File: config.mk
export PLATFORM = sky130hd
export DESIGN_NAME = heater_cooler_thermostat_flat
export DESIGN_NICKNAME = d
export VERILOG_FILES = /design/src/hw/rtl/hct_pkg.sv /design/src/hw/rtl/hct_in_if.sv /design/src/hw/rtl/hct_out_if.sv /design/src/hw/rtl/hct_core.sv /design/src/hw/rtl/heater_cooler_thermostat.sv /design/src/flat_wrapper.sv
export VERILOG_INCLUDE_DIRS = /design/src /design/src/hw/rtl
export SDC_FILE = /design/constraint.sdc
export NUM_CORES = 1
export LEC_CHECK = 0
export BUFFER_PORTS_ARGS = -buffer_cell sky130_fd_sc_hd__buf_2
export CORE_MARGIN = 2
export CORE_UTILIZATION = 40
export CTS_CLUSTER_DIAMETER = 150
export DETAILED_ROUTE_END_ITERATION = 10
export HOLD_SLACK_MARGIN = 0.12
export PLACE_DENSITY = 0.68
export SYNTH_ARGS = -nofsm -noshare
export SYNTH_HDL_FRONTEND = slang
export SYNTH_SLANG_ARGS = --single-unit
File: constraint.sdc
create_clock -name i_clk -period 7.9 [get_ports i_clk]
set_clock_uncertainty 0.2 [all_clocks]
set_input_delay 1.58 -clock i_clk [delete_from_list [all_inputs] [get_ports i_clk]]
set_output_delay 1.58 -clock i_clk [all_outputs]
set_load 0.1 [all_outputs]
File: src/hw/rtl/assert_macros.svh
// Assertion helpers used by the control core.
// Each macro states one concurrent property, clocked on the rising edge
// and switched off while the active-low reset is held.
`ifndef ASSERT_MACROS_SVH
`define ASSERT_MACROS_SVH

// Same-cycle implication.
`define ASSERT_IMPLY(lbl, clk, rst_n, ante, cons, msg) \
    lbl: assert property (@(posedge clk) disable iff (!rst_n) (ante) |-> (cons)) \
        else $error(msg);

// Next-cycle implication.
`define ASSERT_NEXT(lbl, clk, rst_n, ante, cons, msg) \
    lbl: assert property (@(posedge clk) disable iff (!rst_n) (ante) |=> (cons)) \
        else $error(msg);

`endif

File: src/hw/rtl/hct_pkg.sv
package hct_pkg;

    // Field widths of the channels and registers.
    localparam int CMD_W      = 3;
    localparam int TEMP_W     = 8;
    localparam int SETPOINT_W = 7;
    localparam int STEP_W     = 5;
    localparam int BAND_W     = 6;
    localparam int TICKS_W    = 16;
    localparam int DISPLAY_W  = 8;

    // Configuration port.
    localparam int APB_ADDR_W = 5;
    localparam int APB_DATA_W = 32;
    localparam int REG_IDX_W  = 3;

    // Register values after reset.
    localparam logic [SETPOINT_W-1:0] SETPOINT_MIN_RST     = 7'd35;
    localparam logic [SETPOINT_W-1:0] SETPOINT_MAX_RST     = 7'd75;
    localparam logic [STEP_W-1:0]     SETPOINT_STEP_RST    = 5'd5;
    localparam logic [BAND_W-1:0]     HYSTERESIS_BAND_RST  = 6'd5;
    localparam logic [TICKS_W-1:0]    EDIT_WINDOW_RST      = 16'd152;
    localparam logic [TICKS_W-1:0]    BLINK_TICKS_RST      = 16'd30;
    localparam logic [SETPOINT_W-1:0] INITIAL_SETPOINT_RST = 7'd60;

    // Event codes on the input channel.
    typedef enum logic [CMD_W-1:0] {
        CMD_TICK   = 3'd0,
        CMD_UP     = 3'd1,
        CMD_DOWN   = 3'd2,
        CMD_POWER  = 3'd3,
        CMD_SAMPLE = 3'd4
    } t_cmd;

    // Register indexes on the configuration port.
    typedef enum logic [REG_IDX_W-1:0] {
        REG_SETPOINT_MIN     = 3'd0,
        REG_SETPOINT_MAX     = 3'd1,
        REG_SETPOINT_STEP    = 3'd2,
        REG_HYSTERESIS_BAND  = 3'd3,
        REG_EDIT_WINDOW      = 3'd4,
        REG_BLINK_TICKS      = 3'd5,
        REG_INITIAL_SETPOINT = 3'd6
    } t_reg_idx;

    // Settings the control core works from.
    typedef struct packed {
        logic [SETPOINT_W-1:0] setpoint_min;
        logic [SETPOINT_W-1:0] setpoint_max;
        logic [STEP_W-1:0]     setpoint_step;
        logic [BAND_W-1:0]     hysteresis_band;
        logic [TICKS_W-1:0]    edit_window_ticks;
        logic [TICKS_W-1:0]    blink_ticks;
    } t_cfg;

    // One result item.
    typedef struct packed {
        logic                  power_on;
        logic                  heater_on;
        logic                  cooler_on;
        logic                  heater_led;
        logic                  cooler_led;
        logic [DISPLAY_W-1:0]  display_value;
        logic                  save_strobe;
        logic [SETPOINT_W-1:0] save_value;
    } t_result;

endpackage

File: src/hw/rtl/hct_in_if.sv
interface hct_in_if;

    logic                     valid;
    logic                     ready;
    logic [hct_pkg::CMD_W-1:0]  command;
    logic [hct_pkg::TEMP_W-1:0] temperature;

    modport source (output valid, output command, output temperature, input ready);
    modport sink (input valid, input command, input temperature, output ready);

endinterface

File: src/hw/rtl/hct_out_if.sv
interface hct_out_if;

    logic                         valid;
    logic                         ready;
    logic                         power_on;
    logic                         heater_on;
    logic                         cooler_on;
    logic                         heater_led;
    logic                         cooler_led;
    logic [hct_pkg::DISPLAY_W-1:0]  display_value;
    logic                         save_strobe;
    logic [hct_pkg::SETPOINT_W-1:0] save_value;

    modport source (
        output valid, output power_on, output heater_on, output cooler_on,
        output heater_led, output cooler_led, output display_value,
        output save_strobe, output save_value, input ready
    );
    modport sink (
        input valid, input power_on, input heater_on, input cooler_on,
        input heater_led, input cooler_led, input display_value,
        input save_strobe, input save_value, output ready
    );

endinterface

File: src/hw/rtl/hct_core.sv
`include "assert_macros.svh"

module hct_core #(
    parameter int AVERAGE_DEPTH = 10
) (
    input  logic                        i_clk,
    input  logic                        i_rst_n,
    input  hct_pkg::t_cfg               i_cfg,
    input  logic                        i_in_valid,
    output logic                        o_in_ready,
    input  logic [hct_pkg::CMD_W-1:0]   i_command,
    input  logic [hct_pkg::TEMP_W-1:0]  i_temperature,
    output logic                        o_out_valid,
    input  logic                        i_out_ready,
    output hct_pkg::t_result            o_result
);

    localparam int IDX_W = (AVERAGE_DEPTH > 1) ? $clog2(AVERAGE_DEPTH) : 1;
    localparam int SUM_W = $clog2(255 * AVERAGE_DEPTH + 1);
    localparam int CMP_W = $clog2(AVERAGE_DEPTH) + 10;
    localparam logic [IDX_W-1:0] LAST_IDX = IDX_W'(AVERAGE_DEPTH - 1);
    localparam logic signed [CMP_W-1:0] DEPTH_S = CMP_W'(AVERAGE_DEPTH);

    // Input register.
    logic                        r_in_valid;
    logic [hct_pkg::CMD_W-1:0]   r_cmd;
    logic [hct_pkg::TEMP_W-1:0]  r_temp;

    // Controller state.
    logic                           r_power;
    logic [hct_pkg::SETPOINT_W-1:0] r_setpoint;
    logic [hct_pkg::TICKS_W-1:0]    r_edit;
    logic [hct_pkg::TICKS_W-1:0]    r_blink;
    logic [hct_pkg::TEMP_W-1:0]     r_ring [AVERAGE_DEPTH];
    logic [SUM_W-1:0]               r_sum;
    logic [IDX_W-1:0]               r_ring_idx;
    logic                           r_primed;
    logic [hct_pkg::TEMP_W-1:0]     r_last_temperature;
    logic                           r_heater;
    logic                           r_cooler;
    logic                           r_heater_led;
    logic                           r_cooler_led;

    // Result register.
    logic             r_out_valid;
    hct_pkg::t_result r_result;

    logic                           n_power;
    logic [hct_pkg::SETPOINT_W-1:0] n_setpoint;
    logic [hct_pkg::TICKS_W-1:0]    n_edit;
    logic [hct_pkg::TICKS_W-1:0]    n_blink;
    logic [SUM_W-1:0]               n_sum;
    logic [IDX_W-1:0]               n_ring_idx;
    logic                           n_primed;
    logic [hct_pkg::TEMP_W-1:0]     n_last_temperature;
    logic                           n_heater;
    logic                           n_cooler;
    logic                           n_heater_led;
    logic                           n_cooler_led;
    hct_pkg::t_result               n_result;

    logic w_advance;
    logic w_take_sample;
    logic w_strobe;

    // The item in the input register moves on when the result register is free.
    assign w_advance  = r_in_valid && (!r_out_valid || i_out_ready);
    assign o_in_ready = !r_in_valid || w_advance;

    // Next state and result for the item in the input register.
    always_comb begin
        logic [hct_pkg::SETPOINT_W:0] up_sum;
        logic [hct_pkg::SETPOINT_W:0] down_floor;
        logic signed [CMP_W-1:0]      sum_s;
        logic signed [CMP_W-1:0]      sp_s;
        logic signed [CMP_W-1:0]      band_s;
        logic signed [CMP_W-1:0]      lo_bound;
        logic signed [CMP_W-1:0]      hi_bound;

        n_power            = r_power;
        n_setpoint         = r_setpoint;
        n_edit             = r_edit;
        n_blink            = r_blink;
        n_sum              = r_sum;
        n_ring_idx         = r_ring_idx;
        n_primed           = r_primed;
        n_last_temperature = r_last_temperature;
        n_heater           = r_heater;
        n_cooler           = r_cooler;
        n_heater_led       = r_heater_led;
        n_cooler_led       = r_cooler_led;
        w_strobe           = 1'b0;
        w_take_sample      = 1'b0;

        up_sum     = {1'b0, r_setpoint} + (hct_pkg::SETPOINT_W + 1)'(i_cfg.setpoint_step);
        down_floor = {1'b0, i_cfg.setpoint_min}
                   + (hct_pkg::SETPOINT_W + 1)'(i_cfg.setpoint_step);

        // The event itself.
        if (r_cmd == hct_pkg::CMD_POWER) begin
            n_power = !r_power;
            if (r_power) begin
                n_heater     = 1'b0;
                n_cooler     = 1'b0;
                n_heater_led = 1'b0;
                n_cooler_led = 1'b0;
            end
        end else if (r_power) begin
            unique case (r_cmd)
                hct_pkg::CMD_TICK: begin
                    if (r_blink != '0) begin
                        n_blink = r_blink - 1'b1;
                    end
                    if (r_edit != '0) begin
                        n_edit   = r_edit - 1'b1;
                        w_strobe = (r_edit == hct_pkg::TICKS_W'(1));
                    end
                end
                hct_pkg::CMD_UP: begin
                    if (r_setpoint < i_cfg.setpoint_max && r_edit != '0) begin
                        n_setpoint = (up_sum > {1'b0, i_cfg.setpoint_max}) ?
                                     i_cfg.setpoint_max : up_sum[hct_pkg::SETPOINT_W-1:0];
                    end
                    n_edit = i_cfg.edit_window_ticks;
                end
                hct_pkg::CMD_DOWN: begin
                    if (r_setpoint > i_cfg.setpoint_min && r_edit != '0) begin
                        n_setpoint = ({1'b0, r_setpoint} >= down_floor) ?
                                     r_setpoint - hct_pkg::SETPOINT_W'(i_cfg.setpoint_step) :
                                     i_cfg.setpoint_min;
                    end
                    n_edit = i_cfg.edit_window_ticks;
                end
                hct_pkg::CMD_SAMPLE: begin
                    w_take_sample      = 1'b1;
                    n_last_temperature = r_temp;
                    n_primed           = 1'b1;
                    if (!r_primed) begin
                        n_sum = SUM_W'(AVERAGE_DEPTH) * SUM_W'(r_temp);
                    end else begin
                        n_sum = r_sum - SUM_W'(r_ring[r_ring_idx]) + SUM_W'(r_temp);
                    end
                    if (!r_primed || r_ring_idx == LAST_IDX) begin
                        n_ring_idx = r_primed ? '0 : IDX_W'(1 % AVERAGE_DEPTH);
                    end else begin
                        n_ring_idx = r_ring_idx + 1'b1;
                    end
                end
                default: begin
                end
            endcase
        end

        // Hysteresis on the average, compared as sum against depth times bound.
        sum_s    = CMP_W'(n_sum);
        sp_s     = CMP_W'(n_setpoint);
        band_s   = CMP_W'(i_cfg.hysteresis_band);
        lo_bound = DEPTH_S * (sp_s - band_s);
        hi_bound = DEPTH_S * (sp_s + band_s + CMP_W'(1));
        if (n_power && n_primed) begin
            priority if (sum_s < lo_bound) begin
                if (!n_heater) begin
                    n_heater     = 1'b1;
                    n_cooler     = 1'b0;
                    n_cooler_led = 1'b0;
                end
            end else if (sum_s >= hi_bound) begin
                if (!n_cooler) begin
                    n_heater     = 1'b0;
                    n_cooler     = 1'b1;
                    n_heater_led = 1'b0;
                end
            end else begin
                // Inside the band the relays keep their state.
            end
        end

        // Blink of the active LED, using the relay states just decided.
        if (n_power) begin
            priority if (n_blink == '0 && n_cooler) begin
                n_blink      = i_cfg.blink_ticks;
                n_cooler_led = !n_cooler_led;
            end else if (n_blink == '0 && n_heater) begin
                n_blink      = i_cfg.blink_ticks;
                n_heater_led = !n_heater_led;
            end else begin
                // No toggle due, or no relay active.
            end
        end

        // Result fields; all zero while off.
        n_result = '0;
        if (n_power) begin
            n_result.power_on      = 1'b1;
            n_result.heater_on     = n_heater;
            n_result.cooler_on     = n_cooler;
            n_result.heater_led    = n_heater_led;
            n_result.cooler_led    = n_cooler_led;
            n_result.display_value = (n_edit != '0) ?
                                     hct_pkg::DISPLAY_W'(n_setpoint) : n_last_temperature;
            n_result.save_strobe   = w_strobe;
            n_result.save_value    = w_strobe ? n_setpoint : '0;
        end
    end

    // Control state, input register and result register.
    always_ff @(posedge i_clk) begin
        if (!i_rst_n) begin
            r_in_valid         <= 1'b0;
            r_out_valid        <= 1'b0;
            r_power            <= 1'b0;
            r_setpoint         <= hct_pkg::INITIAL_SETPOINT_RST;
            r_edit             <= '0;
            r_blink            <= hct_pkg::BLINK_TICKS_RST;
            r_ring_idx         <= '0;
            r_primed           <= 1'b0;
            r_last_temperature <= '0;
            r_heater           <= 1'b0;
            r_cooler           <= 1'b0;
            r_heater_led       <= 1'b0;
            r_cooler_led       <= 1'b0;
        end else begin
            if (o_in_ready) begin
                r_in_valid <= i_in_valid;
            end
            if (w_advance) begin
                r_out_valid        <= 1'b1;
                r_power            <= n_power;
                r_setpoint         <= n_setpoint;
                r_edit             <= n_edit;
                r_blink            <= n_blink;
                r_ring_idx         <= n_ring_idx;
                r_primed           <= n_primed;
                r_last_temperature <= n_last_temperature;
                r_heater           <= n_heater;
                r_cooler           <= n_cooler;
                r_heater_led       <= n_heater_led;
                r_cooler_led       <= n_cooler_led;
            end else if (i_out_ready) begin
                r_out_valid <= 1'b0;
            end
        end
    end

    // Payload registers: input item, sample ring, running sum, result.
    always_ff @(posedge i_clk) begin
        if (o_in_ready && i_in_valid) begin
            r_cmd  <= i_command;
            r_temp <= i_temperature;
        end
        if (w_advance) begin
            r_result <= n_result;
            r_sum    <= n_sum;
            if (w_take_sample) begin
                if (!r_primed) begin
                    for (int i = 0; i < AVERAGE_DEPTH; i++) begin
                        r_ring[i] <= r_temp;
                    end
                end else begin
                    r_ring[r_ring_idx] <= r_temp;
                end
            end
        end
    end

    assign o_out_valid = r_out_valid;
    assign o_result    = r_result;

    // Checks on the control logic.
    `ASSERT_IMPLY(a_relay_excl, i_clk, i_rst_n, r_out_valid,
        !(r_result.heater_on && r_result.cooler_on), "heater and cooler both driven")
    `ASSERT_IMPLY(a_off_quiet, i_clk, i_rst_n, r_out_valid && !r_result.power_on,
        r_result.display_value == '0 && !r_result.save_strobe && !r_result.heater_on
        && !r_result.cooler_on, "result not cleared while off")
    `ASSERT_NEXT(a_advance_result, i_clk, i_rst_n, w_advance, r_out_valid,
        "transfer into result register lost")
    `ASSERT_IMPLY(a_ring_idx_range, i_clk, i_rst_n, 1'b1, r_ring_idx <= LAST_IDX,
        "ring index beyond depth")
    `ASSERT_IMPLY(a_strobe_display, i_clk, i_rst_n, r_out_valid && r_result.save_strobe,
        r_result.display_value == r_last_temperature, "window closed but setpoint shown")

endmodule

File: src/hw/rtl/heater_cooler_thermostat.sv
// Heater/cooler thermostat with hysteresis.
// Input channel i_in carries one event per transfer: a tick, an up or down
// press, a power press or a temperature sample. Output channel o_out returns
// exactly one result per event: relay and LED drives, the display value and
// a save request with the setpoint to store when the edit window closes.
// Both channels use valid/ready; a transfer happens when both are high.
// Settings are written over the APB port (byte address 4 * register index)
// and read back from prdata; the user must write them only while no event is
// in flight, which the block itself does not enforce. An event passes through
// the input register, then the result register. Throughput is one event per
// cycle while the receiver takes results, set by the combinational update of
// the controller state between them; the moving average is a running sum.
// When the receiver stalls, the result register holds and one more event is
// held in the input register, after which i_in.ready drops.
// Reset (synchronous, active low) switches the controller off, loads the
// settings with their defaults and the setpoint with the default initial setpoint,
// and empties the sample ring; the first sample after that fills it.
module heater_cooler_thermostat #(
    parameter int AVERAGE_DEPTH = 10
) (
    input  logic                            i_clk,
    input  logic                            i_rst_n,
    hct_in_if.sink                          i_in,
    hct_out_if.source                       o_out,
    input  logic                            psel,
    input  logic                            penable,
    input  logic                            pwrite,
    input  logic [hct_pkg::APB_ADDR_W-1:0]  paddr,
    input  logic [hct_pkg::APB_DATA_W-1:0]  pwdata,
    output logic [hct_pkg::APB_DATA_W-1:0]  prdata,
    output logic                            pready
);

    logic [hct_pkg::SETPOINT_W-1:0] r_setpoint_min;
    logic [hct_pkg::SETPOINT_W-1:0] r_setpoint_max;
    logic [hct_pkg::STEP_W-1:0]     r_setpoint_step;
    logic [hct_pkg::BAND_W-1:0]     r_hysteresis_band;
    logic [hct_pkg::TICKS_W-1:0]    r_edit_window_ticks;
    logic [hct_pkg::TICKS_W-1:0]    r_blink_ticks;
    logic [hct_pkg::SETPOINT_W-1:0] r_initial_setpoint;

    logic                             w_cfg_write;
    logic [hct_pkg::REG_IDX_W-1:0]    w_reg_idx;
    hct_pkg::t_cfg                    w_cfg;
    hct_pkg::t_result                 w_result;

    assign pready      = 1'b1;
    assign w_reg_idx   = paddr[hct_pkg::APB_ADDR_W-1:2];
    assign w_cfg_write = psel && penable && pwrite;

    // Setting registers.
    always_ff @(posedge i_clk) begin
        if (!i_rst_n) begin
            r_setpoint_min      <= hct_pkg::SETPOINT_MIN_RST;
            r_setpoint_max      <= hct_pkg::SETPOINT_MAX_RST;
            r_setpoint_step     <= hct_pkg::SETPOINT_STEP_RST;
            r_hysteresis_band   <= hct_pkg::HYSTERESIS_BAND_RST;
            r_edit_window_ticks <= hct_pkg::EDIT_WINDOW_RST;
            r_blink_ticks       <= hct_pkg::BLINK_TICKS_RST;
            r_initial_setpoint  <= hct_pkg::INITIAL_SETPOINT_RST;
        end else if (w_cfg_write) begin
            unique case (w_reg_idx)
                hct_pkg::REG_SETPOINT_MIN:
                    r_setpoint_min <= pwdata[hct_pkg::SETPOINT_W-1:0];
                hct_pkg::REG_SETPOINT_MAX:
                    r_setpoint_max <= pwdata[hct_pkg::SETPOINT_W-1:0];
                hct_pkg::REG_SETPOINT_STEP:
                    r_setpoint_step <= pwdata[hct_pkg::STEP_W-1:0];
                hct_pkg::REG_HYSTERESIS_BAND:
                    r_hysteresis_band <= pwdata[hct_pkg::BAND_W-1:0];
                hct_pkg::REG_EDIT_WINDOW:
                    r_edit_window_ticks <= pwdata[hct_pkg::TICKS_W-1:0];
                hct_pkg::REG_BLINK_TICKS:
                    r_blink_ticks <= pwdata[hct_pkg::TICKS_W-1:0];
                hct_pkg::REG_INITIAL_SETPOINT:
                    r_initial_setpoint <= pwdata[hct_pkg::SETPOINT_W-1:0];
                default: begin
                end
            endcase
        end
    end

    // Register read-back.
    always_comb begin
        unique case (w_reg_idx)
            hct_pkg::REG_SETPOINT_MIN:     prdata = hct_pkg::APB_DATA_W'(r_setpoint_min);
            hct_pkg::REG_SETPOINT_MAX:     prdata = hct_pkg::APB_DATA_W'(r_setpoint_max);
            hct_pkg::REG_SETPOINT_STEP:    prdata = hct_pkg::APB_DATA_W'(r_setpoint_step);
            hct_pkg::REG_HYSTERESIS_BAND:  prdata = hct_pkg::APB_DATA_W'(r_hysteresis_band);
            hct_pkg::REG_EDIT_WINDOW:      prdata = hct_pkg::APB_DATA_W'(r_edit_window_ticks);
            hct_pkg::REG_BLINK_TICKS:      prdata = hct_pkg::APB_DATA_W'(r_blink_ticks);
            hct_pkg::REG_INITIAL_SETPOINT: prdata = hct_pkg::APB_DATA_W'(r_initial_setpoint);
            default:                       prdata = '0;
        endcase
    end

    // Settings handed to the control core.
    always_comb begin
        w_cfg.setpoint_min      = r_setpoint_min;
        w_cfg.setpoint_max      = r_setpoint_max;
        w_cfg.setpoint_step     = r_setpoint_step;
        w_cfg.hysteresis_band   = r_hysteresis_band;
        w_cfg.edit_window_ticks = r_edit_window_ticks;
        w_cfg.blink_ticks       = r_blink_ticks;
    end

    hct_core #(
        .AVERAGE_DEPTH(AVERAGE_DEPTH)
    ) u_core (
        .i_clk        (i_clk),
        .i_rst_n      (i_rst_n),
        .i_cfg        (w_cfg),
        .i_in_valid   (i_in.valid),
        .o_in_ready   (i_in.ready),
        .i_command    (i_in.command),
        .i_temperature(i_in.temperature),
        .o_out_valid  (o_out.valid),
        .i_out_ready  (o_out.ready),
        .o_result     (w_result)
    );

    // Result fields onto the output channel.
    assign o_out.power_on      = w_result.power_on;
    assign o_out.heater_on     = w_result.heater_on;
    assign o_out.cooler_on     = w_result.cooler_on;
    assign o_out.heater_led    = w_result.heater_led;
    assign o_out.cooler_led    = w_result.cooler_led;
    assign o_out.display_value = w_result.display_value;
    assign o_out.save_strobe   = w_result.save_strobe;
    assign o_out.save_value    = w_result.save_value;

endmodule
File: src/flat_wrapper.sv
// flat-port wrapper written by rule: the top's interface ports become plain ports
module heater_cooler_thermostat_flat 
#(
    parameter int AVERAGE_DEPTH = 10
)
  (i_clk, i_rst_n, psel, penable, pwrite, paddr, pwdata, prdata, pready, i_in_valid, i_in_command, i_in_temperature, i_in_ready, o_out_valid, o_out_power_on, o_out_heater_on, o_out_cooler_on, o_out_heater_led, o_out_cooler_led, o_out_display_value, o_out_save_strobe, o_out_save_value, o_out_ready);
  hct_in_if i_in_i ();
  hct_out_if o_out_i ();
  input  logic i_clk;
  input  logic i_rst_n;
  input  logic psel;
  input  logic penable;
  input  logic pwrite;
  input  logic [hct_pkg::APB_ADDR_W-1:0] paddr;
  input  logic [hct_pkg::APB_DATA_W-1:0] pwdata;
  output logic [hct_pkg::APB_DATA_W-1:0] prdata;
  output logic pready;
  input wire logic [$bits(i_in_i.valid)-1:0] i_in_valid;
  input wire logic [$bits(i_in_i.command)-1:0] i_in_command;
  input wire logic [$bits(i_in_i.temperature)-1:0] i_in_temperature;
  output wire logic [$bits(i_in_i.ready)-1:0] i_in_ready;
  output wire logic [$bits(o_out_i.valid)-1:0] o_out_valid;
  output wire logic [$bits(o_out_i.power_on)-1:0] o_out_power_on;
  output wire logic [$bits(o_out_i.heater_on)-1:0] o_out_heater_on;
  output wire logic [$bits(o_out_i.cooler_on)-1:0] o_out_cooler_on;
  output wire logic [$bits(o_out_i.heater_led)-1:0] o_out_heater_led;
  output wire logic [$bits(o_out_i.cooler_led)-1:0] o_out_cooler_led;
  output wire logic [$bits(o_out_i.display_value)-1:0] o_out_display_value;
  output wire logic [$bits(o_out_i.save_strobe)-1:0] o_out_save_strobe;
  output wire logic [$bits(o_out_i.save_value)-1:0] o_out_save_value;
  input wire logic [$bits(o_out_i.ready)-1:0] o_out_ready;
  assign i_in_i.valid = i_in_valid;
  assign i_in_i.command = i_in_command;
  assign i_in_i.temperature = i_in_temperature;
  assign i_in_ready = i_in_i.ready;
  assign o_out_valid = o_out_i.valid;
  assign o_out_power_on = o_out_i.power_on;
  assign o_out_heater_on = o_out_i.heater_on;
  assign o_out_cooler_on = o_out_i.cooler_on;
  assign o_out_heater_led = o_out_i.heater_led;
  assign o_out_cooler_led = o_out_i.cooler_led;
  assign o_out_display_value = o_out_i.display_value;
  assign o_out_save_strobe = o_out_i.save_strobe;
  assign o_out_save_value = o_out_i.save_value;
  assign o_out_i.ready = o_out_ready;
  heater_cooler_thermostat #(.AVERAGE_DEPTH(AVERAGE_DEPTH)) u_core (.i_clk(i_clk), .i_rst_n(i_rst_n), .i_in(i_in_i), .o_out(o_out_i), .psel(psel), .penable(penable), .pwrite(pwrite), .paddr(paddr), .pwdata(pwdata), .prdata(prdata), .pready(pready));
endmodule
Yosys cells after proc, flatten, opt, wreduce, memory -nomap -nowiden
Memory sizes are Yosys's and may differ from the RTL's. A register that Yosys moved wholly into a read port is not among the register bits.
Cells that the tools add are included.
- flip-flop bits (word level): 167
- memory bits (read-only): 0
- word-level logic and storage cells: 189
- bits of input ports: 55
- memories: 1
- bits in writable memories: 80
- latch bits: 0
- memories (memory ; words ; bits a word ; rd ports ; clocked after memory_dff ; write ports ; RTL line ; RTL):
    u_core.u_core.r_ring ; 10 ; 8 ; 1 ; 1 ; 10 ; hct_core.sv:34 ; logic [hct_pkg::TEMP_W-1:0] r_ring [AVERAGE_DEPTH];
- equal/unequal tests: 12
- multiplexer cells: 85
- reductions and logical operators: 37
- bitwise logic cells: 2
- add/sub/neg operators: 11
- multiply operators: 3
- shifts and indexed selects: 0
- divide/modulo/power cells: 0
- magnitude comparators: 6
- operators with widths (cell ; number):
    $mux 16 ; 10
    $pmux 16 s7 ; 1
    $mux 1 ; 51
    $mux 7 ; 7
    $mux 12 ; 4
    $reduce_bool 16->1 ; 3
    $mux 8 ; 5
    $pmux 16 s2 ; 1
    $sub 16x1->16 const B ; 2
    $mux 21 ; 1
    $add 7x5->8 ; 2
    $eq 16x1->1 const B ; 1
    $logic_not 16->1 ; 1
    $mux 4 ; 4
    $reduce_and 2->1 ; 8
    $pmux 7 s2 ; 1
    $ge 12x13->1 ; 1
    $lt 13x13->1 ; 1
    $add 12x8->12 ; 1
    $eq 3x2->1 const B ; 4
    $eq 3x3->1 const B ; 4
    $mul 3x9->12 const A ; 1
    $mul 4x8->12 const A ; 1
    $sub 12x8->12 ; 1
    other kinds (21) ; 40

Longest topological paths before layout
Gate-level depths: netlist (run 1).
- word-level depth: 19
- gate-level depth with buffers: 45
- mapped depth without buffers: 44

Hierarchy
A second synthesis (run 1) with hierarchy kept.
- cell total of the unflattened synthesis: 1736
- area, all modules: 18037.3 um2
- by module, submodules not included (module ; cells an instance ; area each (um2) ; instances):
    hct_core ; 1379 ; 14840.5 ; 1
    heater_cooler_thermostat ; 357 ; 3196.8 ; 1

Worst setup path after synthesis (run 1)
OpenSTA, ideal clock, no wires.
- path type: register to register
- start: register u_core.r_setpoint_step[0] (netlist bit)
- end: register u_core.u_core.r_blink[8] (netlist bit)
- cell stages (with the launch flop): 41
- setup slack: -616 ps
- data required time: 7578 ps
- clock period less this slack: 8516 ps
- library setup time: 122 ps
- data arrival time: 8194 ps
- buffers on the path: 1
- cells stage by stage: dfxtp_1 ha_1 fa_1 a21o_1 a21oi_1 nor2b_1 o21ai_0 xnor2_1 ha_1 and3_1 a221o_1 a31oi_1 a21o_1 clkbuf_1 mux2i_1 a211o_1 o21ai_0 a22oi_1 [... 5 more ...] nor2_1 ha_1 ha_1 fa_1 a21o_1 a21oi_1 o21bai_1 a21oi_1 xor2_1 ha_1 a21o_1 a21oi_1 o211ai_1 nor2_1 nand3_1 a41oi_4 nor2_1 a311o_1
- cells in the longest elaborated chain, start to end: 18
- elaborated cells between the ends (all ways): 30
- classes of those cells: 6 x add/sub; 2 x mul; 4 x order compare; 16 x mux; 2 x reduce/logical
- ends and longest elaborated chain (element ; RTL line ; RTL):
    start: declaration ; heater_cooler_thermostat.sv:36 ; logic [hct_pkg::STEP_W-1:0] r_setpoint_step;
    start signal: assignment ; heater_cooler_thermostat.sv:56 ; r_setpoint_step <= hct_pkg::SETPOINT_STEP_RST;
    start signal: assignment ; heater_cooler_thermostat.sv:68 ; r_setpoint_step <= pwdata[hct_pkg::STEP_W-1:0];
    $add 7x5->8, on equally long branches ; hct_core.sv:97, hct_core.sv:95 ;
    $ge 7x8->1 or $gt 8x7->1 (tied branches) ; hct_core.sv:128, hct_core.sv:121 ;
    $mux 7, on equally long branches ; hct_core.sv:128, hct_core.sv:121 ;
    $mux 7, on equally long branches ; hct_core.sv:127, hct_core.sv:120 ;
    $pmux 7 s2 * ; hct_core.sv:109 ; unique case (r_cmd)
    $mux 7 * ; hct_core.sv:108 ; end else if (r_power) begin
    $mux 7 * ; hct_core.sv:100 ; if (r_cmd == hct_pkg::CMD_POWER) begin
    named net u_core.u_core.n_setpoint (one bit) ; hct_core.sv:49 ; logic [hct_pkg::SETPOINT_W-1:0] n_setpoint;
    [... 3 more ...] ; -- ;
    $ge 12x13->1 ; hct_core.sv:167 ; end else if (sum_s >= hi_bound) begin
    $mux 1 ; hct_core.sv:167 ;
    $mux 1 ; hct_core.sv:161 ; priority if (sum_s < lo_bound) begin
    $mux 1 ; hct_core.sv:160 ; if (n_power && n_primed) begin
    $logic_and 1x1->1 ; hct_core.sv:183 ; end else if (n_blink == '0 && n_heater) begin
    $mux 16 ; hct_core.sv:183 ;
    $mux 16 * ; hct_core.sv:180 ; priority if (n_blink == '0 && n_cooler) begin
    $mux 16 * ; hct_core.sv:179 ; if (n_power) begin
    end signal: assignment ; hct_core.sv:214 ; r_blink <= hct_pkg::BLINK_TICKS_RST;
    end signal: assignment ; hct_core.sv:231 ; r_blink <= n_blink;
    end: declaration ; hct_core.sv:33 ; logic [hct_pkg::TICKS_W-1:0] r_blink;
Mark *: on every way through the listed nets, which the timed path passes. The rest lies on a longest branch.
A chain may end at the register's enable or synchronous reset.

Worst setup path after layout (run 1)
- start: register u_core.r_setpoint_step[0] (netlist bit)
- end: register u_core.u_core.r_blink[10] (netlist bit)
- cells in the longest elaborated chain, start to end: 18
- elaborated cells between the ends (all ways): 30
- classes of those cells: 6 x add/sub; 2 x mul; 4 x order compare; 16 x mux; 2 x reduce/logical
- ends and longest elaborated chain (element ; RTL line ; RTL):
    $add 7x5->8, on equally long branches ; hct_core.sv:97, hct_core.sv:95 ;
    $ge 7x8->1 or $gt 8x7->1 (tied branches) ; hct_core.sv:128, hct_core.sv:121 ;
    $mux 7, on equally long branches ; hct_core.sv:128, hct_core.sv:121 ;
    $mux 7, on equally long branches ; hct_core.sv:127, hct_core.sv:120 ;
    $pmux 7 s2 * ; hct_core.sv:109 ;
    $mux 7 * ; hct_core.sv:108 ;
    $mux 7 * ; hct_core.sv:100 ;
    $add 7x6->8 ; hct_core.sv:159 ; hi_bound = DEPTH_S * (sp_s + band_s + CMP_W'(1));
    [... 2 more ...] ; -- ;
    $ge 12x13->1 ; hct_core.sv:167 ;
    $mux 1 ; hct_core.sv:167 ;
    $mux 1 ; hct_core.sv:161 ;
    $mux 1 ; hct_core.sv:160 ;
    $logic_and 1x1->1 ; hct_core.sv:183 ;
    $mux 16 ; hct_core.sv:183 ;
    $mux 16 * ; hct_core.sv:180 ;
    $mux 16 * ; hct_core.sv:179 ;
Every way passes the cells marked *; elsewhere a longest branch is shown, timed or not.

==> results.ini, run 1 <==
[synth]
synth-compound-area-share = 0.148
synthFlopType = edfxtp_1
synth_warnings = 0
ys_ff_latch = 299
syn_area_per_cell_sq_um = 10.2
synthMuxAreaShare = 0.0857
synth-xor-area-share = 0.0281
synth_adder_area_share = 0.110
syn_inst = 1768
ys_types = 91
synth_top_area_frac = 0.286
synth-simple-area-share = 0.150
synth_edf_count = 172
ys_top_cells_by_area = edfxtp_1 29%, dfxtp_1 14%, ha_1 9.2%
synth_area_sq_um = 18100
yosysSeqAreaShare = 0.426
synth_top_family_by_area = simple AND/OR/NAND/NOR gates
synthArstFlopShare = 0
yosysTopAreaCell = edfxtp_1

[pwr]
p_sw_mw = 1.28
seqPwrFrac = 0.391
clkPwrFrac = 0.349
internal-power_mw = 3.05
p_leak_nw = 8.69
vdd_drop_max_mv = 0.193
p_sw_frac = 0.296
power.total_mw = 4.33
combinationalPowerShare = 0.260
p_per_area_nw_per_um2 = 200

[sta]
timing.final.ws_setup_ns = -0.457
max_freq_mhz = 120
worstMarginPinSlew_ns = 1.29
fin_crit_ns = 8.36
rsz0062_at_grt = true
finalHoldViolCount = 0
period_share = 1.06
setup_viol = 24
slew_headroom = 0.139
drv_slew = 0

[clock_tree]
cts_tree = yes
path_clk_slew_ns = 0.07
cts_root_buffer = clkbuf_16
clock-sinks = 299
cts.path.max_buffers = 3
clock_latency_ns = 0.59
cts_max_level = 1
numCtsBuffers = 31

[drt]
drt_iter0_drc = 1019
via_per_inst = 5.53
first_pass_iters = 6
route.antenna.remaining_nets = 0
routed_wl_um = 47700
vias = 14300
drc_errors = 0
wire_per_inst_um = 18.4

[grt]
grt_max_degree = 86
grt_pass1_vias = 13800
grt_pass1_wl_um = 75300
antenna_found_initial = 0
track_usage = 0.200
grt-ovfl-total = 0

[outcome]
run_status = finished with violations
violations = setup timing

[floorplan]
die_area_sq_um = 46900
rows = 77
ios = 111
start_util = 0.407
die_w_um = 217
core_sq_um = 44400
die_y_um = 217

[worst_hold_path]
whs_path_depth = 2
hold_path_class = reg2reg

[setup_path]
path_max_fanout = 6
r2r_setup_slack_ns = -0.46
critPathCaptureType = flip-flop
r2r_cells = 42
start_kind = flip-flop
cpMostUsedCell = a21o_1
max_stage_delay_ns = 0.39
required_ns = 8.21
critPathArrivalTime_ns = 8.67
critPathSlowestCell = fa_2
criticalPathCategory = reg2reg

[finish]
final_common_cell = nand2_1
areaGrowthSynthToFinish_pct = 20.1
drive_above_1_share = 0.236
final_cell_mix = 235 x nand2_1, 172 x edfxtp_1, 171 x buf_4
diodes = 0
final_net_count = 2176

[placed_design]
portBuffers = 75
gp_congestion = 0.899
dpl_worst_slack_ns = -0.576
hpwl_um = 34500

[job]
max_cap_viol_count = 0

critical path: cells and delay by family (launching register included):
family	cells	cell delay (ns)
flip-flops	1	0.36
XOR/XNOR	3	0.50
AO/OA/AOI/OAI	22	3.96
AND/OR/NAND/NOR	3	0.30
adder cells (fa/ha/maj)	7	2.07
multiplexers	1	0.07
buffers and inverters	6	0.82
per-layer routing:
metal  vias up  wire [um]  track usage
met3        80       2620       0.0205
met2       429      23000        0.342
met1      7005      20900        0.270
met4         0       1090       0.0516
met5         -          0            0
li1       6813          -            -
stage by stage:
| step | TNS [ns] | hold slack [ns] | instance area, sq um | std cells | utilization |
|---|---|---|---|---|---|
| floorplan | 0 | 0.232 | 18200 | 1783 | - |
| global placement | -7.73 | 0.245 | 20100 | 2507 | 0.452 |
| detailed placement | -9.79 | 0.255 | 20100 | 2507 | 0.452 |
| CTS | -6.56 | 0.268 | 21500 | 2584 | 0.484 |
| global route | -20.49 | 0.297 | 21700 | 2589 | 0.489 |
| finish | -8.42 | 0.270 | 21700 | 2589 | 0.489 |
Yosys cell counts (6+ instances only):
cell type	instances
a211oi_1	16
a21boi_0	47
a21o_1	18
a21oi_1	84
a221oi_1	6
a31oi_1	11
and2_1	7
and3_1	12
buf_1	13
buf_2	7
buf_4	18
clkbuf_1	58
dfxtp_1	127
edfxtp_1	172
fa_1	16
ha_1	133
inv_1	115
mux2_2	9
mux2i_1	48
mux4_2	43
nand2_1	239
nand2b_1	13
nand3_1	40
nand4_1	17
nor2_1	115
nor2b_1	30
nor3_1	21
nor3b_1	13
nor4_1	8
o211a_1	15
o211ai_1	23
o21a_1	7
o21ai_0	65
o21bai_1	11
o22ai_1	9
or4_1	7
xnor2_1	38
xor2_1	20
worst paths after layout:
check                                                      to                                        startpoint
min          u_core.u_core.r_last_temperature[0]$_SDFFE_PN0P_  u_core.u_core.r_last_temperature[0]$_SDFFE_PN0P_
max reg2reg            u_core.u_core.r_blink[10]$_SDFFE_PN0P_            u_core.r_setpoint_step[0]$_SDFFE_PN1P_
min reg2reg  u_core.u_core.r_last_temperature[0]$_SDFFE_PN0P_  u_core.u_core.r_last_temperature[0]$_SDFFE_PN0P_
max                    u_core.u_core.r_blink[10]$_SDFFE_PN0P_            u_core.r_setpoint_step[0]$_SDFFE_PN1P_
flip-flops by register name (all words and copies together) (netlist names), 8 cells and up, named ones only:
| signal | cells |
|---|---|
| u_core.u_core.o_result | 21 |
| u_core.u_core.r_blink | 16 |
| u_core.r_blink_ticks | 16 |
| u_core.u_core.r_last_temperature | 8 |
| u_core.u_core.r_sum | 12 |
| u_core.u_core.r_ring | 128 |
| u_core.u_core.r_temp | 8 |
| u_core.r_edit_window_ticks | 16 |
| u_core.u_core.r_edit | 16 |
cell type report:
| cell class | instances | area (sq um) |
|---|---|---|
| Clock buffer | 41 | 940 |
| Clock inverter | 17 | 148 |
| Fill cell | 3969 | 22700 |
| Inverter | 119 | 450 |
| Multi-Input combinational cell | 1265 | 9910 |
| Sequential cell | 299 | 7720 |
| Tap cell | 592 | 741 |
| Timing Repair Buffer | 256 | 1810 |
power groups by stage:
stage               clock (mW)  sequential (mW)  combinational, mW
finish                    1.51             1.70               1.13
global route              1.60             1.70               1.24
CTS                       1.53             1.70               1.10
detailed placement           0             1.73               1.05
global placement             0             1.73               1.03
floorplan                    0             1.77              0.691
repair_timing:
action	in CTS	in global routing
resized for setup	50	37
gates cloned	1	0
setup endpoints to repair	24	24
setup buffers	18	5
hold buffers	0	0
pin swaps	57	28
logic make-up (layout without fill, tap and decap cells):
logic type                 Yosys count  after routing
xor gates and xnor gates            58             58
DFF                                299            299
buffers and inverters              219            433
AOI/OAI and AO/OA                  379            379
other                                2             17
adders and majority gates          149            149
and+or+nand+nor                    562            562
muxes                              100            100
Power figures use the tool's default switching activity.
==> run 2: changes to the inputs <==
--- a/config.mk
+++ b/config.mk
@@ -7,12 +7,14 @@
 export NUM_CORES = 1
 export LEC_CHECK = 0
 export BUFFER_PORTS_ARGS = -buffer_cell sky130_fd_sc_hd__buf_2
+export CELL_PAD_IN_SITES_DETAIL_PLACEMENT = 2
+export CELL_PAD_IN_SITES_GLOBAL_PLACEMENT = 2
 export CORE_MARGIN = 2
-export CORE_UTILIZATION = 40
+export CORE_UTILIZATION = 37
 export CTS_CLUSTER_DIAMETER = 150
 export DETAILED_ROUTE_END_ITERATION = 10
 export HOLD_SLACK_MARGIN = 0.12
-export PLACE_DENSITY = 0.68
+export PLACE_DENSITY = 0.88
 export SYNTH_ARGS = -nofsm -noshare
 export SYNTH_HDL_FRONTEND = slang
 export SYNTH_SLANG_ARGS = --single-unit
==> run 2 against run 1 <==
  * Sequential power is essentially flat
  * Clock-buffer cell count is 8 higher
  * Worst hold slack gained 0.014 ns
  * The flow finishes with violations (capacitance limit, slew limit, setup timing)
  * Critical path type unchanged
  * Routed wire length is 88% higher
  * Global-route usage rose by 13 points
  * Maximum frequency shrank 10%
==> results.ini, run 2 (synthesis gave the netlist of run 1 again) <==
[outcome]
run_status = finished with violations
violations = capacitance limit, slew limit, setup timing

[clock_tree]
clock-sinks = 299  ; unchanged
cts_max_level = 2  ; +1
cts.path.max_buffers = 3  ; unchanged
numCtsBuffers = 36  ; +16%
clock_latency_ns = 0.59  ; about the same
cts_root_buffer = clkbuf_16
cts_tree = yes
path_clk_slew_ns = 0.07  ; about the same
ctsHoldBuffers = 0  ; unchanged

[drt]
route.antenna.remaining_nets = 0  ; unchanged
drc_errors = 0  ; unchanged
routed_wl_um = 89800  ; +88%
wire_per_inst_um = 34.2  ; +86%
vias = 16900  ; +18%
drt_iter0_drc = 1572  ; +54%
via_per_inst = 6.42  ; +16%
first_pass_iters = 7  ; +1

[sta]
finalHoldViolCount = 0  ; unchanged
timing.final.ws_setup_ns = -1.39  ; -0.935 ns
max_freq_mhz = 108  ; -10%
worstMarginPinSlew_ns = 1.54  ; +0.249 ns
rsz0062_at_grt = true
fin_crit_ns = 9.29  ; +0.935 ns
setup_tns_ns = -29.90  ; -21.48 ns
drv_slew = 9  ; +9
slew_headroom = -0.0241  ; -0.163
setup_viol = 24  ; unchanged
period_share = 1.18  ; +0.118

[pwr]
power.total_mw = 5.19  ; +20%
vdd_drop_max_mv = 0.145  ; -25%
p_per_area_nw_per_um2 = 231  ; +16%
p_leak_nw = 8.84  ; +1.7%

[floorplan]
ios = 111  ; unchanged
rows = 81  ; +5.2%
core_sq_um = 48600  ; +9.5%
start_util = 0.372  ; -0.0354
die_area_sq_um = 50700  ; +8.0%
die_y_um = 225  ; +3.9%
die_w_um = 225  ; +3.9%

[placed_design]
post_dp_cell_area_sq_um = 19900  ; -0.52%
hpwl_um = 50100  ; +45%
portBuffers = 75  ; unchanged
gp_congestion = 0.861  ; -4.2%
dp_cells = 2518  ; +0.44%

[grt]
antenna_found_initial = 2  ; +2
track_usage = 0.325  ; +0.126
grt_pass1_vias = 18500  ; +34%
grt_max_degree = 72  ; -16%
grt_pass1_wl_um = 123000  ; +63%
grt-ovfl-total = 0  ; unchanged

[finish]
areaGrowthSynthToFinish_pct = 24.3
largest_reg_flops = 128  ; unchanged
diodes = 0  ; unchanged
top_register = u_core.u_core.r_ring
final_common_cell = nand2_1
final_cells = 2625  ; +1.4%
drive_above_1_share = 0.278  ; +0.0417
final_cell_mix = 235 x nand2_1, 172 x edfxtp_1, 166 x buf_4
post-route-util = 0.462  ; -0.0270
final_net_count = 2180  ; +0.18%
finalInstanceArea_sq_um = 22500  ; +3.5%

[setup_path]
criticalPathCategory = reg2reg
path_max_fanout = 7  ; +1
required_ns = 8.22  ; about the same
max_stage_delay_ns = 0.44  ; +0.05 ns
critPathCaptureType = flip-flop
start_kind = flip-flop
critPathSlowestCell = xnor2_1
critPathArrivalTime_ns = 9.61  ; +0.94 ns

[job]
max_cap_viol_count = 1  ; +1

[worst_hold_path]
hold_path_class = reg2reg

-- run 2: cell count changes in the layout (fill, tap and decap cells not counted), moves of 5 or more --
| cell | delta |
|---|---|
| ha_2 | +7 |
| inv_2 | +6 |
| nor2_1 | -12 |
| ha_1 | -19 |
| a21oi_2 | +7 |
| a21oi_1 | -14 |
| buf_4 | -5 |
| nor2_2 | +8 |
| ha_4 | +12 |
| inv_1 | -6 |
| o21bai_1 | -5 |
| a21oi_4 | +7 |
-- run 2: layout make-up --
class,instances,area (sq um)
Sequential cell,299,7720
Fill cell,4957,26200
Inverter,119,450
Timing Repair Buffer,255,1820
Multi-Input combinational cell,1265,10500
Tap cell,622,778
Clock buffer,49,1030
Clock inverter,16,203
-- run 2: critical path: cells and delay by family, from the launching register on --
family                     cells  cell delay, ns
xor gates and xnor gates       3            0.80
buffers and inverters          6            0.99
adders and majority gates      7            2.31
muxes                          2            0.56
and+or+nand+nor               12            1.67
DFF                            1            0.37
AOI/OAI and AO/OA             11            2.31
-- run 2: timing repair --
item | CTS | global route
buffers inserted | 27 | 16
resized for setup | 113 | 96
gates cloned | 1 | 0
endpoints found under the setup margin | 24 | 24
pin swaps | 95 | 88
-- run 2: worst paths after layout --
kind | start | end | slack, ns | cells after the start
min reg2reg | u_core.r_initial_setpoint[3]$_SDFFE_PN1P_ | u_core.r_initial_setpoint[3]$_SDFFE_PN1P_ | 0.28 | 2
max reg2reg | u_core.r_setpoint_step[0]$_SDFFE_PN1P_ | u_core.u_core.r_blink[6]$_SDFFE_PN0P_ | -1.39 | 41
max | u_core.r_setpoint_step[0]$_SDFFE_PN1P_ | u_core.u_core.r_blink[6]$_SDFFE_PN0P_ | -1.39 | 41
min | u_core.r_initial_setpoint[3]$_SDFFE_PN1P_ | u_core.r_initial_setpoint[3]$_SDFFE_PN1P_ | 0.28 | 2
-- run 2: layer usage --
layer,up-vias,track usage,part of all wire
li1,6794,-,-
met4,2,0.210,0.083
met1,8513,0.354,0.35
met3,477,0.0550,0.068
met2,1067,0.585,0.50
met5,-,0,0.00014
-- run 2: where the power goes --
part / leakage (nW) / internal [mW] / switching [mW]
clock: 0.604 / 0.999 / 0.793
sequential: 2.60 / 1.67 / 0.0378
combinational: 5.63 / 0.647 / 1.04
-- run 2: per-stage QoR --
step	worst slack (ns)	hold WS, ns
final	-1.39	0.285
after global routing	-1.56	0.323
after CTS	-0.605	0.284
after detailed placement	-1.08	0.269
after global placement	-0.466	0.245
after floorplan	0.00278	0.232
==> run 3: changes to the inputs <==
--- a/config.mk
+++ b/config.mk
@@ -7,6 +7,7 @@
 export NUM_CORES = 1
 export LEC_CHECK = 0
 export BUFFER_PORTS_ARGS = -buffer_cell sky130_fd_sc_hd__buf_2
+export CAP_MARGIN = 20
 export CELL_PAD_IN_SITES_DETAIL_PLACEMENT = 2
 export CELL_PAD_IN_SITES_GLOBAL_PLACEMENT = 2
 export CORE_MARGIN = 2
@@ -15,6 +16,7 @@
 export DETAILED_ROUTE_END_ITERATION = 10
 export HOLD_SLACK_MARGIN = 0.12
 export PLACE_DENSITY = 0.88
+export SKIP_LAST_GASP = 1
 export SYNTH_ARGS = -nofsm -noshare
 export SYNTH_HDL_FRONTEND = slang
 export SYNTH_SLANG_ARGS = --single-unit
==> run 3 against run 2 <==
  * The run ends with setup timing left
  * Clock-buffer cell count did not move
  * Cell area rose by 0.65%
  * Power is 1.1% higher
  * Sequential cell count unchanged
  * Core utilization grew 0.30 points
  * First-iteration DRC count is 16% higher
  * Routed wire length increased by 5.7%
  * Setup slack lost 0.45 ns
  * Combinational power barely moved
  * Register-to-register slack worse by 0.45 ns
  * Sequential power hardly changed
  * Critical endpoint is now u_core.u_core.o_result[17]$_SDFFCE_PP0P_
  * Largest power group unchanged
==> results.ini, run 3 (synthesis gave the netlist of run 1 again) <==
[outcome]
run_status = finished with violations
violations = setup timing

[setup_path]
crit_start = u_core.r_setpoint_step[4]$_SDFFE_PN0P_
start_kind = flip-flop
max_stage_delay_ns = 0.48  ; +0.04 ns
worstReg2RegStart = u_core.r_setpoint_step[4]$_SDFFE_PN0P_
path_buf_inv = 9  ; +3
critPathCaptureType = flip-flop
critPathArrivalTime_ns = 9.84  ; +0.23 ns
criticalPathCategory = reg2reg
required_ns = 8.00  ; -0.22 ns
critPathSlowestCell = ha_1
crit_family = compound AO/OA/AOI/OAI gates
path_max_fanout = 4  ; -3

[drt]
route.antenna.remaining_nets = 0  ; unchanged
drc_errors = 0  ; unchanged
first_pass_iters = 6  ; -1
via_per_inst = 6.58  ; +2.5%
vias = 17400  ; +3.1%
routed_wl_um = 94900  ; +5.7%
wire_per_inst_um = 35.9  ; +5.0%
drt_iter0_drc = 1827  ; +16%

[job]
max_cap_viol_count = 0  ; -1

[grt]
grt_max_degree = 72  ; unchanged
antenna_found_initial = 0  ; -2
grt_pass1_vias = 18400  ; -0.83%
grt-ovfl-total = 0  ; unchanged
track_usage = 0.319  ; -0.00615
grt_pass1_wl_um = 120000  ; -1.9%

[finish]
largest_reg_flops = 128  ; unchanged
diodes = 0  ; unchanged
finalInstanceArea_sq_um = 22600  ; +0.65%
final_common_cell = nand2_1
drive_above_1_share = 0.285  ; +0.00657
post-route-util = 0.465  ; +0.00301
final_cell_mix = 235 x nand2_1, 182 x buf_4, 172 x edfxtp_1
top_register = u_core.u_core.r_ring
final_net_count = 2197  ; +0.78%
areaGrowthSynthToFinish_pct = 25.1

[sta]
slew_headroom = 0.129  ; +0.153
drv_slew = 0  ; -9
hold_slack_ns = 0.285  ; -0.0000160 ns
fin_crit_ns = 9.74  ; +0.451 ns
worstMarginPinSlew_ns = 1.30  ; -0.237 ns
finalHoldViolCount = 0  ; unchanged
setup_viol = 24  ; unchanged
timing.final.ws_setup_ns = -1.84  ; -0.451 ns
period_share = 1.23  ; +0.0571
rsz0062_at_grt = true
max_freq_mhz = 103  ; -4.6%

[floorplan]
start_util = 0.372  ; unchanged
core_sq_um = 48600  ; unchanged
ios = 111  ; unchanged
die_area_sq_um = 50700  ; unchanged
die_y_um = 225  ; unchanged
rows = 81  ; unchanged
die_w_um = 225  ; unchanged

[clock_tree]
cts_root_buffer = clkbuf_16
cts_tree = yes
clock_latency_ns = 0.60  ; about the same
path_clk_slew_ns = 0.07  ; about the same
numCtsBuffers = 36  ; unchanged
cts.path.max_buffers = 3  ; unchanged
clock-sinks = 299  ; unchanged
cts_max_level = 2  ; unchanged

[worst_hold_path]
hold_path_class = reg2reg
hold_start = u_core.r_initial_setpoint[4]$_SDFFE_PN1P_

[pwr]
p_per_area_nw_per_um2 = 232  ; +0.41%
p_leak_nw = 8.92  ; +0.95%
vdd_drop_max_mv = 0.146  ; +0.38%

[placed_design]
post_dp_cell_area_sq_um = 19900  ; unchanged
dpl_worst_slack_ns = -1.08  ; unchanged
hpwl_um = 50100  ; unchanged
gp_congestion = 0.861  ; unchanged
portBuffers = 75  ; unchanged

-- run 3: cell types whose count changed in the layout (fill, tap and decap cells not counted), sizes merged --
cell  delta
buf     +17
-- run 3: layer usage --
layer,wire length [um],vias to the layer above,GRT usage
met5,0,-,0
met3,7120,620,0.0516
met1,32100,8688,0.351
met4,9510,0,0.200
met2,46200,1239,0.573
li1,-,6834,-
-- run 3: worst reg2reg max path: cells and delay by family, from the launching register on --
kind,cells,cell delay [ns]
AO/OA/AOI/OAI,13,3.09
XOR/XNOR,4,0.72
adder cells (fa/ha/maj),8,2.72
buffers and inverters,9,1.32
flip-flops,1,0.44
multiplexers,2,0.42
AND/OR/NAND/NOR,4,0.52
-- run 3: where the power goes --
group | switching [mW] | leakage [nW] | total (mW) | internal (mW)
clock | 0.816 | 0.604 | 1.82 | 0.999
combinational | 1.05 | 5.72 | 1.71 | 0.668
sequential | 0.0415 | 2.60 | 1.71 | 1.67
total | 1.90 | 8.92 | 5.24 | 3.34
-- run 3: final cells by class --
cell class / count / area [sq um]
well taps: 622 / 778
fillers: 4972 / 26000
clock buffers: 49 / 1030
inverters: 119 / 450
flip-flops and latches: 299 / 7720
multi-input cells: 1265 / 10500
repair buffers: 272 / 1940
clock inverters: 16 / 203
-- run 3: final timing paths --
kind,end,slack [ns],cells after the start
max,u_core.u_core.o_result[17]$_SDFFCE_PP0P_,-1.84,40
min,u_core.r_initial_setpoint[4]$_SDFFE_PN1P_,0.28,2
max reg2reg,u_core.u_core.o_result[17]$_SDFFCE_PP0P_,-1.84,40
min reg2reg,u_core.r_initial_setpoint[4]$_SDFFE_PN1P_,0.28,2
-- run 3: per-stage QoR --
step	cells	setup TNS, ns	power, mW
after CTS	2611	-12.64	4.85
after detailed placement	2518	-22.62	2.93
final	2642	-39.26	5.24
after floorplan	1783	0	2.46
after global routing	2642	-40.55	5.34
after global placement	2518	-8.62	2.76
-- run 3: what timing repair did --
action                     in CTS  in global routing
hold buffers                    0                  0
setup buffers                  27                 23
pin swaps                      95                 95
resized for setup             110                101
gates cloned                    1                  0
setup endpoints to repair      24                 24
